### src/rtl/sgdmf_pkg.sv
// Shared types, constants and fixed-point helpers for the SGD factor update block.
// No dependencies; imported by every module of the block.
`default_nettype none

package sgdmf_pkg;

  // Default sizes
  localparam int RANK_DEF       = 16;
  localparam int LEFT_ROWS_DEF  = 1024;
  localparam int RIGHT_ROWS_DEF = 1024;

  // Fixed field widths
  localparam int IDX_W     = 10;
  localparam int ELEM_W    = 4;
  localparam int DEG_W     = 16;
  localparam int DATA_W    = 32;
  localparam int STEP_W    = 17;
  localparam int MU_W      = 31;
  localparam int CFG_IDX_W = 2;
  localparam int QUO_W     = 32;
  localparam int DVD_W     = 48;

  // Register reset values
  localparam logic [STEP_W-1:0] STEP_RST  = 17'd655;
  localparam logic [STEP_W-1:0] DECAY_RST = 17'd58982;
  localparam logic [MU_W-1:0]   MU_RST    = 31'd6554;
  localparam logic [STEP_W-1:0] STEP_MAX  = 17'h1FFFF;

  typedef enum logic [2:0] {
    OP_WR_LEFT  = 3'd0,
    OP_WR_RIGHT = 3'd1,
    OP_RD_LEFT  = 3'd2,
    OP_RD_RIGHT = 3'd3,
    OP_TRAIN    = 3'd4,
    OP_PROBE    = 3'd5,
    OP_EPOCH    = 3'd6,
    OP_NOP      = 3'd7
  } op_t;

  typedef enum logic [CFG_IDX_W-1:0] {
    CFG_GLOBAL_MEAN = 2'd0,
    CFG_INIT_STEP   = 2'd1,
    CFG_STEP_DECAY  = 2'd2,
    CFG_REG_MU      = 2'd3
  } cfg_idx_t;

  typedef enum logic [1:0] {
    SM_MU_STEP    = 2'd0,
    SM_STEP_ERR   = 2'd1,
    SM_STEP_DECAY = 2'd2
  } smul_sel_t;

  typedef enum logic [3:0] {
    S_IDLE,
    S_PREP,
    S_WRITE,
    S_READ,
    S_DOT,
    S_DOT_DRAIN,
    S_ERR,
    S_ESTEP,
    S_EVAL,
    S_DIV_WAIT,
    S_UPD,
    S_UPD_DRAIN,
    S_EPOCH,
    S_EPOCH_SAT,
    S_DONE
  } state_t;

  // Controller to datapath
  typedef struct packed {
    logic      in_load;
    logic      base_load;
    logic      acc_clr;
    logic      wr_elem;
    logic      rd_en;
    logic      rd_elem;
    logic      upd;
    logic      smul_en;
    smul_sel_t smul_sel;
    logic      div_start;
    logic      err_load;
    logic      e_load;
    logic      shr_load;
    logic      step_load;
    logic      res_load;
  } cmd_t;

  // Datapath to controller
  typedef struct packed {
    op_t  op;
    logic fault;
    logic pipe_busy;
    logic div_busy;
  } sts_t;

  // Saturate a wide signed value to 32 bits
  function automatic logic signed [31:0] sat32(input logic signed [65:0] v);
    if (v > 66'sd2147483647) begin
      return 32'sh7FFF_FFFF;
    end else if (v < -66'sd2147483648) begin
      return 32'sh8000_0000;
    end
    return v[31:0];
  endfunction

  // Q16.16 product rescale: floor by 2^16, then saturate
  function automatic logic signed [31:0] qmul(input logic signed [65:0] p);
    return sat32(p >>> 16);
  endfunction

  // Row index wrap by restoring reduction against n shifted down
  function automatic logic [IDX_W-1:0] wrap_idx(input logic [IDX_W-1:0] v,
                                               input int unsigned n);
    logic [31:0] r;
    r = 32'(v);
    for (int j = IDX_W - 1; j >= 0; j--) begin
      if (r >= (32'(n) << j)) begin
        r = r - (32'(n) << j);
      end
    end
    return r[IDX_W-1:0];
  endfunction

endpackage

`default_nettype wire

### src/rtl/sgdmf_ctrl.sv
// Controller: sequences each op through the datapath, owns the element counter
// and the result valid flag. Depends on sgdmf_pkg.
`default_nettype none

module sgdmf_ctrl import sgdmf_pkg::*; #(
  parameter int RANK = RANK_DEF,
  localparam int KI  = (RANK > 1) ? $clog2(RANK) : 1
) (
  input  wire logic    clk,
  input  wire logic    rst_n,
  input  wire logic    in_valid,
  output logic         in_ready,
  output logic         out_valid,
  input  wire logic    out_ready,
  input  wire sts_t    sts,
  output cmd_t         cmd,
  output logic [KI-1:0] rd_k
);

  state_t         state_r, state_nxt;
  logic [KI-1:0]  k_r, k_nxt;
  logic           out_valid_r, out_valid_nxt;
  logic           k_last, out_free, do_div;

  assign k_last   = (k_r == KI'(RANK - 1));
  assign out_free = !out_valid_r || out_ready;
  assign do_div   = (sts.op == OP_TRAIN) && !sts.fault;

  // Next state
  always_comb begin
    state_nxt = state_r;
    unique case (state_r)
      S_IDLE:      if (in_valid) state_nxt = S_PREP;
      S_PREP: begin
        unique case (sts.op) inside
          OP_WR_LEFT, OP_WR_RIGHT: state_nxt = S_WRITE;
          OP_RD_LEFT, OP_RD_RIGHT: state_nxt = S_READ;
          OP_TRAIN, OP_PROBE:      state_nxt = S_DOT;
          OP_EPOCH:                state_nxt = S_EPOCH;
          default:                 state_nxt = S_DONE;
        endcase
      end
      S_WRITE:     state_nxt = S_DONE;
      S_READ:      state_nxt = S_DONE;
      S_DOT:       if (k_last) state_nxt = S_DOT_DRAIN;
      S_DOT_DRAIN: if (!sts.pipe_busy) state_nxt = S_ERR;
      S_ERR:       state_nxt = do_div ? S_ESTEP : S_DONE;
      S_ESTEP:     state_nxt = S_EVAL;
      S_EVAL:      state_nxt = S_DIV_WAIT;
      S_DIV_WAIT:  if (!sts.div_busy) state_nxt = S_UPD;
      S_UPD:       if (k_last) state_nxt = S_UPD_DRAIN;
      S_UPD_DRAIN: if (!sts.pipe_busy) state_nxt = S_DONE;
      S_EPOCH:     state_nxt = S_EPOCH_SAT;
      S_EPOCH_SAT: state_nxt = S_DONE;
      S_DONE:      if (out_free) state_nxt = S_IDLE;
      default:     state_nxt = S_IDLE;
    endcase
  end

  // Outputs
  always_comb begin
    cmd          = '0;
    cmd.smul_sel = SM_MU_STEP;
    in_ready     = 1'b0;
    k_nxt        = k_r;
    unique case (state_r)
      S_IDLE: begin
        in_ready    = 1'b1;
        cmd.in_load = in_valid;
      end
      S_PREP: begin
        cmd.base_load = 1'b1;
        cmd.acc_clr   = 1'b1;
        cmd.smul_en   = 1'b1;
        k_nxt         = '0;
      end
      S_WRITE: cmd.wr_elem = 1'b1;
      S_READ: begin
        cmd.rd_en   = 1'b1;
        cmd.rd_elem = 1'b1;
      end
      S_DOT: begin
        cmd.rd_en     = 1'b1;
        cmd.div_start = do_div && (k_r == '0);
        k_nxt         = k_last ? '0 : k_r + 1'b1;
      end
      S_ERR: cmd.err_load = 1'b1;
      S_ESTEP: begin
        cmd.smul_en  = 1'b1;
        cmd.smul_sel = SM_STEP_ERR;
      end
      S_EVAL: cmd.e_load = 1'b1;
      S_DIV_WAIT: cmd.shr_load = !sts.div_busy;
      S_UPD: begin
        cmd.rd_en = 1'b1;
        cmd.upd   = 1'b1;
        k_nxt     = k_last ? '0 : k_r + 1'b1;
      end
      S_EPOCH: begin
        cmd.smul_en  = 1'b1;
        cmd.smul_sel = SM_STEP_DECAY;
      end
      S_EPOCH_SAT: cmd.step_load = 1'b1;
      S_DONE: cmd.res_load = out_free;
      default: ;
    endcase
  end

  // Result valid flag
  always_comb begin
    out_valid_nxt = out_valid_r;
    if (cmd.res_load) begin
      out_valid_nxt = 1'b1;
    end else if (out_ready) begin
      out_valid_nxt = 1'b0;
    end
  end

  always_ff @(posedge clk) begin
    if (!rst_n) begin
      state_r     <= S_IDLE;
      k_r         <= '0;
      out_valid_r <= 1'b0;
    end else begin
      state_r     <= state_nxt;
      k_r         <= k_nxt;
      out_valid_r <= out_valid_nxt;
    end
  end

  assign out_valid = out_valid_r;
  assign rd_k      = k_r;

  // Checks
  a_no_update_on_fault: assert property (@(posedge clk) disable iff (!rst_n)
    (state_r == S_UPD) |-> !sts.fault)
    else $error("factor update entered with zero degree");

  a_accept_to_prep: assert property (@(posedge clk) disable iff (!rst_n)
    (in_valid && in_ready) |=> (state_r == S_PREP))
    else $error("accepted word did not start decode");

  a_done_loads_result: assert property (@(posedge clk) disable iff (!rst_n)
    (state_r == S_DONE && out_free) |=> (out_valid_r && state_r == S_IDLE))
    else $error("result not presented on completion");

  a_shrink_after_div: assert property (@(posedge clk) disable iff (!rst_n)
    cmd.shr_load |-> !sts.div_busy)
    else $error("shrink factor taken from busy divider");

endmodule

`default_nettype wire
### config.mk
export PLATFORM = sky130hd
export DESIGN_NAME = sgdmf_ctrl
export DESIGN_NICKNAME = d
export VERILOG_FILES = /design/src/rtl/sgdmf_pkg.sv /design/src/rtl/sgdmf_ctrl.sv
export SDC_FILE = /design/constraint.sdc
export NUM_CORES = 1
export LEC_CHECK = 0
export ABC_AREA = 1
export CAP_MARGIN = 10
export CELL_PAD_IN_SITES_DETAIL_PLACEMENT = 2
export CELL_PAD_IN_SITES_GLOBAL_PLACEMENT = 2
export CORE_MARGIN = 4
export CORE_UTILIZATION = 26
export DETAILED_ROUTE_END_ITERATION = 10
export DONT_BUFFER_PORTS = 1
export PLACE_DENSITY_LB_ADDON = 0.1
export SYNTH_ARGS = -nofsm -noshare
export SYNTH_HDL_FRONTEND = slang
export SYNTH_SLANG_ARGS = --single-unit
### constraint.sdc
create_clock -name clk -period 1.4 [get_ports clk]
set_clock_uncertainty 0.1 [all_clocks]
set_input_delay 0.28 -clock clk [delete_from_list [all_inputs] [get_ports clk]]
set_output_delay 0.28 -clock clk [all_outputs]
set_load 0.02 [all_outputs]
==> results.txt, run 1 <==
----------------------------------------------------
[Place]
  Port buffer count ... 0
  Post-DP HPWL ... between 3000 and 4000 µm
  Dpl ws ... -270.8 ps
  RD Place Congestion ... about 0.80
  DP Cell Count ... approximately 230

[Die]
  Number of top-level pins ... 32
  Overall die height ... between 60 and 70 µm
  Effective utilization at floorplan ... between 20 and 30%
  Number of placement rows ... 20
  Die X ... roughly 65 µm

[Logic synthesis]
  Syn Std Cell Area ... 838.3 µm²
  Post-synthesis register bit count ... 9
  Post-synthesis net count ... approximately 170
  Mean instance size in the synthesized netlist ... around 5.4 µm²
  Count of warnings emitted by yosys ... 0
  Synth Instances ... 154
  Synth unique cells ... 18
  Post-synthesis sequential area ratio ... between 20% and 30%

[Run status]
  Result of the run ... did not finish
  First error ... [ERROR DPL-0033] detailed placement checks failed during check placement.
  Last stage reached ... global routing

[Clock network]
  Buffer type at the clock tree root ... sky130_fd_sc_hd__clkbuf_4
  H-Tree Depth ... 1
  Hold-fix buffer count after cts ... 0
  Number of buffers created by CTS ... 3
  Sinks on the clock net ... 9
  CTS max path bufs ... 2

[Timing]
  Worst setup endpoint GRT ... cmd[7]
  Type of the worst endpoint after the last repair ... top-level output

[Global route]
  Maximum number of pins on one net before global-route repair ... 8
  Initial antenna violation count ... 0

----------------------------------------------------
-- what timing repair did --
| action | in CTS |
|---|---|
| gates cloned | 0 |
| setup endpoints to repair | 25 |
| resized for setup | 50 |
| hold endpoints to repair | 0 |
| pin swaps | 14 |
| buffers inserted | 6 |
-- logic make-up after synthesis --
logic type               share of synthesized area [%]
AND/OR/NAND/NOR                                  55.97
flip-flops                                       21.49
adder cells (fa/ha/maj)                          2.985
buffers and inverters                            10.75
XOR/XNOR                                         1.045
AO/OA/AOI/OAI                                    7.761
-- through the flow --
stage / setup TNS, ps / hold WS, ps / utilization, % / cell area [µm²]
4_1_cts: -2997 / 40.89 / 44.31 / 1364
3_5_place_dp: -2951 / 330.0 / 36.99 / 1139
3_3_place_gp: -1431 / 324.1 / 36.99 / 1139
2_1_floorplan: 0 / 314.3 / - / 880.8
-- synth_stat cells --
| library cell | number | area share, % |
|---|---|---|
| sky130_fd_sc_hd__nand4_1 | 1 | 0.75 |
| sky130_fd_sc_hd__inv_1 | 17 | 7.6 |
| sky130_fd_sc_hd__xnor2_1 | 1 | 1.0 |
| sky130_fd_sc_hd__o21ai_1 | 1 | 0.60 |
| sky130_fd_sc_hd__nor2_2 | 6 | 4.5 |
| sky130_fd_sc_hd__nand2_1 | 52 | 23 |
| sky130_fd_sc_hd__nor2_1 | 24 | 11 |
| sky130_fd_sc_hd__nand3b_1 | 1 | 0.90 |
| sky130_fd_sc_hd__buf_4 | 2 | 1.8 |
| sky130_fd_sc_hd__dfxtp_1 | 9 | 21 |
| sky130_fd_sc_hd__nor3_1 | 3 | 1.8 |
| sky130_fd_sc_hd__inv_2 | 3 | 1.3 |
| sky130_fd_sc_hd__a21oi_1 | 8 | 4.8 |
| sky130_fd_sc_hd__o21ai_0 | 4 | 2.4 |
| sky130_fd_sc_hd__nand3_1 | 14 | 8.4 |
| sky130_fd_sc_hd__nor2_4 | 2 | 2.7 |
| sky130_fd_sc_hd__nand2_2 | 4 | 3.0 |
| sky130_fd_sc_hd__ha_1 | 2 | 3.0 |
==> run 2, diff against run 1 <==
CELL_PAD_IN_SITES_DETAIL_PLACEMENT = unset   (was 2)
CELL_PAD_IN_SITES_GLOBAL_PLACEMENT = unset   (was 2)
CORE_AREA = 4 4 65 67   (was unset)
CORE_MARGIN = unset   (was 4)
CORE_UTILIZATION = unset   (was 26)
DIE_AREA = 0 0 69 71   (was unset)
PLACE_DENSITY_LB_ADDON = 0.15   (was 0.1)
clock period = 1.8 ns   (was 1.4 ns; I/O delays follow)
==> results.txt, run 2 <==
----------------------------------------------------
[Logic synthesis]
  Post-synthesis sequential area ratio ... 21.49% (unchanged)
  Synth Instances ... 154 (unchanged)
  Syn Std Cell Area ... 838.3 µm² (unchanged)
  Area share of the largest cell type after synthesis ... 23.28% (unchanged)
  Synth area leader ... sky130_fd_sc_hd__nand2_1
  Top area cells in the synthesized netlist ... sky130_fd_sc_hd__nand2_1 (23%), sky130_fd_sc_hd__dfxtp_1 (21%), sky130_fd_sc_hd__nor2_1 (11%)
  Cell types with the highest counts after synthesis ... sky130_fd_sc_hd__nand2_1 (52), sky130_fd_sc_hd__nor2_1 (24), sky130_fd_sc_hd__inv_1 (17), sky130_fd_sc_hd__nand3_1 (14), sky130_fd_sc_hd__dfxtp_1 (9)
  Post-synthesis register bit count ... 9 (unchanged)
  Number of synthesized flops with an enable pin ... 0 (unchanged)
  Mean instance size in the synthesized netlist ... 5.444 µm² (unchanged)
  Proportion of register bits with asynchronous set or reset after synthesis ... 0% (unchanged)
  Count of warnings emitted by yosys ... 0 (unchanged)
  Library cell with the highest instance count after synthesis ... sky130_fd_sc_hd__nand2_1
  Post-synthesis net count ... 166 (unchanged)
  Top FF cell, synth ... sky130_fd_sc_hd__dfxtp_1
  Synth unique cells ... 18 (unchanged)

[Timing]
  Setup TNS Final ... 0 ps
  Worst max-slew margin expressed relative to the limit ... about three quarters
  Slew at the pin with the worst max-slew slack ... 393.8 ps
  Final Critical Period ... about 1700 ps
  Fmax ... around 580 MHz
  Unrepaired setup endpoints after global routing ... false
  Part of the cycle the worst path needs ... between 90% and 100%
  Number of pins with negative max-slew slack in the final report ... 0
  Final Setup Violations ... 0
  Hold Violations, Final ... 0
  Crit path setup slack, layout ... about 84 ps

[Detailed routing]
  Vias per cell ... between 4 and 5
  Average wire per cell in the routed design ... roughly 12 µm
  Number of vias in the routed layout ... ~1,000
  Number of DRC violations after detailed-routing iteration 0 ... 68
  Pre-Repair DR Iteration Count ... 4
  Remaining antenna violation count ... 0
  Routed wire length ... approximately 2500 µm
  DRC Markers ... 0

[Finish]
  Diodes inserted ... 0
  Highest-count cells in the layout ignoring fill and taps ... sky130_fd_sc_hd__nand2_1 (52), sky130_fd_sc_hd__nor2_1 (23), sky130_fd_sc_hd__inv_1 (16)
  Area added between synthesis and finish ... 25.67%
  Number of non-filler instances in the completed layout ... ~220
  Layout cell share with drive strength beyond 1 ... between 20 and 25%
  Total non-filler cell area in the finished layout ... 1054 µm²
  Net count reported at finish ... roughly 180
  Commonest non-fill, non-tap cell in the layout ... sky130_fd_sc_hd__nand2_1

[Clock network]
  CTS tree ... built
  Number of post-CTS setup repair buffers ... 0 (-6)
  Number of buffers created by CTS ... 3 (unchanged)
  Insertion delay of the later-clocked pin in the worst-skew pair ... between 200 and 250 ps
  CTS max path bufs ... 2 (unchanged)
  H-Tree Depth ... 1 (unchanged)
  Buffer type at the clock tree root ... sky130_fd_sc_hd__clkbuf_8
  Sinks on the clock net ... 9 (unchanged)
  Clock-pin slew on the worst setup and hold paths ... 40 ps

[Worst setup path]
  Capture instance of the worst register-to-register path ... state_r[3]
  Nature of the critical path endpoint ... primary output
  Crit start category ... flip-flop
  Worst R2R Path Depth ... 7
  Data required time at the worst endpoint ... 1340 ps
  Reg-to-reg slack, setup ... between 200 and 300 ps
  Crit path kind ... reg -> out
  CP Max Fanout ... 6
  Arrival time worst endpoint ... roughly 1300 ps
  Start of the worst register-to-register path ... rd_k[3]

[Run status]
  Result of the run ... finished, final reports clean

[Power]
  Worst ir drop on vdd ... 0.0005432 V
  Power density of the placed cells ... 1535 nW/µm²
  Lkg Pwr ... 0.5559 nW
  Post-layout total power ... 1.617 mW

[Global route]
  Maximum number of pins on one net before global-route repair ... 8
  Number of global-route vias before repair ... 937
  Sum of overflow across all layers after global routing ... 0
  First-pass GRT wire length ... between 4000 and 5000 µm
  Initial antenna violation count ... 0
  Total global-route track usage ... 10.70%

[Place]
  Port buffer count ... 0 (unchanged)
  Dpl ws ... 135.7 ps (+406.5 ps)
  Post-DP HPWL ... 2162 µm (-28%)
  DP Cell Count ... 213 (-5.3%)
  RD Place Congestion ... 0.8593 (+7.0%)
  Placed Area ... 980.9 µm² (-14%)

[Die]
  Overall die height ... 71 µm (+9.6%)
  Placeable core region ... 3633 µm²
  Effective utilization at floorplan ... 23.07% (-4.2 points)
  Die Area ... slightly below 5000 µm²
  Number of top-level pins ... 32 (unchanged)
  Number of placement rows ... 22 (+10%)
  Die X ... 69 µm (+6.5%)

[Worst hold path]
  Min-Delay Startpoint ... rst_n
  Worst hold path class ... in -> reg
  End of the worst hold path ... rd_k[2]
  Number of cells on the worst hold path ... 2

[Flow run]
  Number of violations of the max-capacitance limit ... 0

----------------------------------------------------
[run 2: cell counts after synthesis]
Identical to the previous run, type by type.
[run 2: final cells by class]
class / instances / area (µm²)
Fill cell: 422 / 2580
Multi-Input combinational cell: 123 / 590.6
Sequential cell: 9 / 185.2
Timing Repair Buffer: 13 / 97.59
Inverter: 20 / 75.07
Tap cell: 48 / 60.06
Clock buffer: 4 / 45.04
[run 2: cell families (layout without fill, tap and decap cells)]
family / count (synthesis) / in the layout / share of synthesized area [%]
XOR/XNOR: 1 / 1 / 1.045
adder cells (fa/ha/maj): 2 / 2 / 2.985
AO/OA/AOI/OAI: 13 / 13 / 7.761
buffers and inverters: 22 / 37 / 10.75
flip-flops: 9 / 9 / 21.49
AND/OR/NAND/NOR: 107 / 107 / 55.97
[run 2: repair_timing]
item,4_1_cts,5_1_grt
gates resized for setup,6,4
setup endpoints to repair,5,12
hold buffers,0,0
[run 2: power breakdown]
| part | total, mW | internal, mW | switching [mW] |
|---|---|---|---|
| registers | 0.344 | 0.254 | 0.0896 |
| clock network | 0.228 | 0.154 | 0.0746 |
| logic | 1.04 | 0.321 | 0.724 |
| total | 1.62 | 0.729 | 0.888 |
[run 2: critical path, cell delays in order, from the launching register on]
cell and delay, ps:
sky130_fd_sc_hd__dfxtp_2 350, sky130_fd_sc_hd__inv_1 110, sky130_fd_sc_hd__nand2_1 130, sky130_fd_sc_hd__nor2_4 200
sky130_fd_sc_hd__nor2_1 60, sky130_fd_sc_hd__nand2_1 180
[run 2: per-layer routing]
| metal | global-route usage (%) | vias to the layer above | part of all wire [%] |
|---|---|---|---|
| li1 | - | 512 | - |
| met1 | 13.60 | 449 | 44 |
| met2 | 18.11 | 42 | 48 |
| met3 | 2.273 | 2 | 7.2 |
| met4 | 3.254 | 0 | 0.47 |
| met5 | 0 | - | 0 |
[run 2: worst max-delay path by stage]
stage,from,to,slack (ps),cells past startpoint
after floorplan,state_r[2],cmd[5],70,4
after global placement,state_r[0],cmd[8],180,4
after detailed placement,state_r[0],cmd[8],140,4
after CTS,state_r[3],cmd[3],30,2
after global routing,state_r[0],cmd[11],4,4
final,state_r[1],cmd[8],80,5
[run 2: metrics by stage]
stage | hold slack [ps] | util (%)
after floorplan | 398.4 | -
after global placement | 399.2 | 27.00
after detailed placement | 393.0 | 27.00
after CTS | 169.6 | 28.68
after global routing | 191.7 | 28.99
final | 174.2 | 28.99
Power figures use the tool's default switching activity.
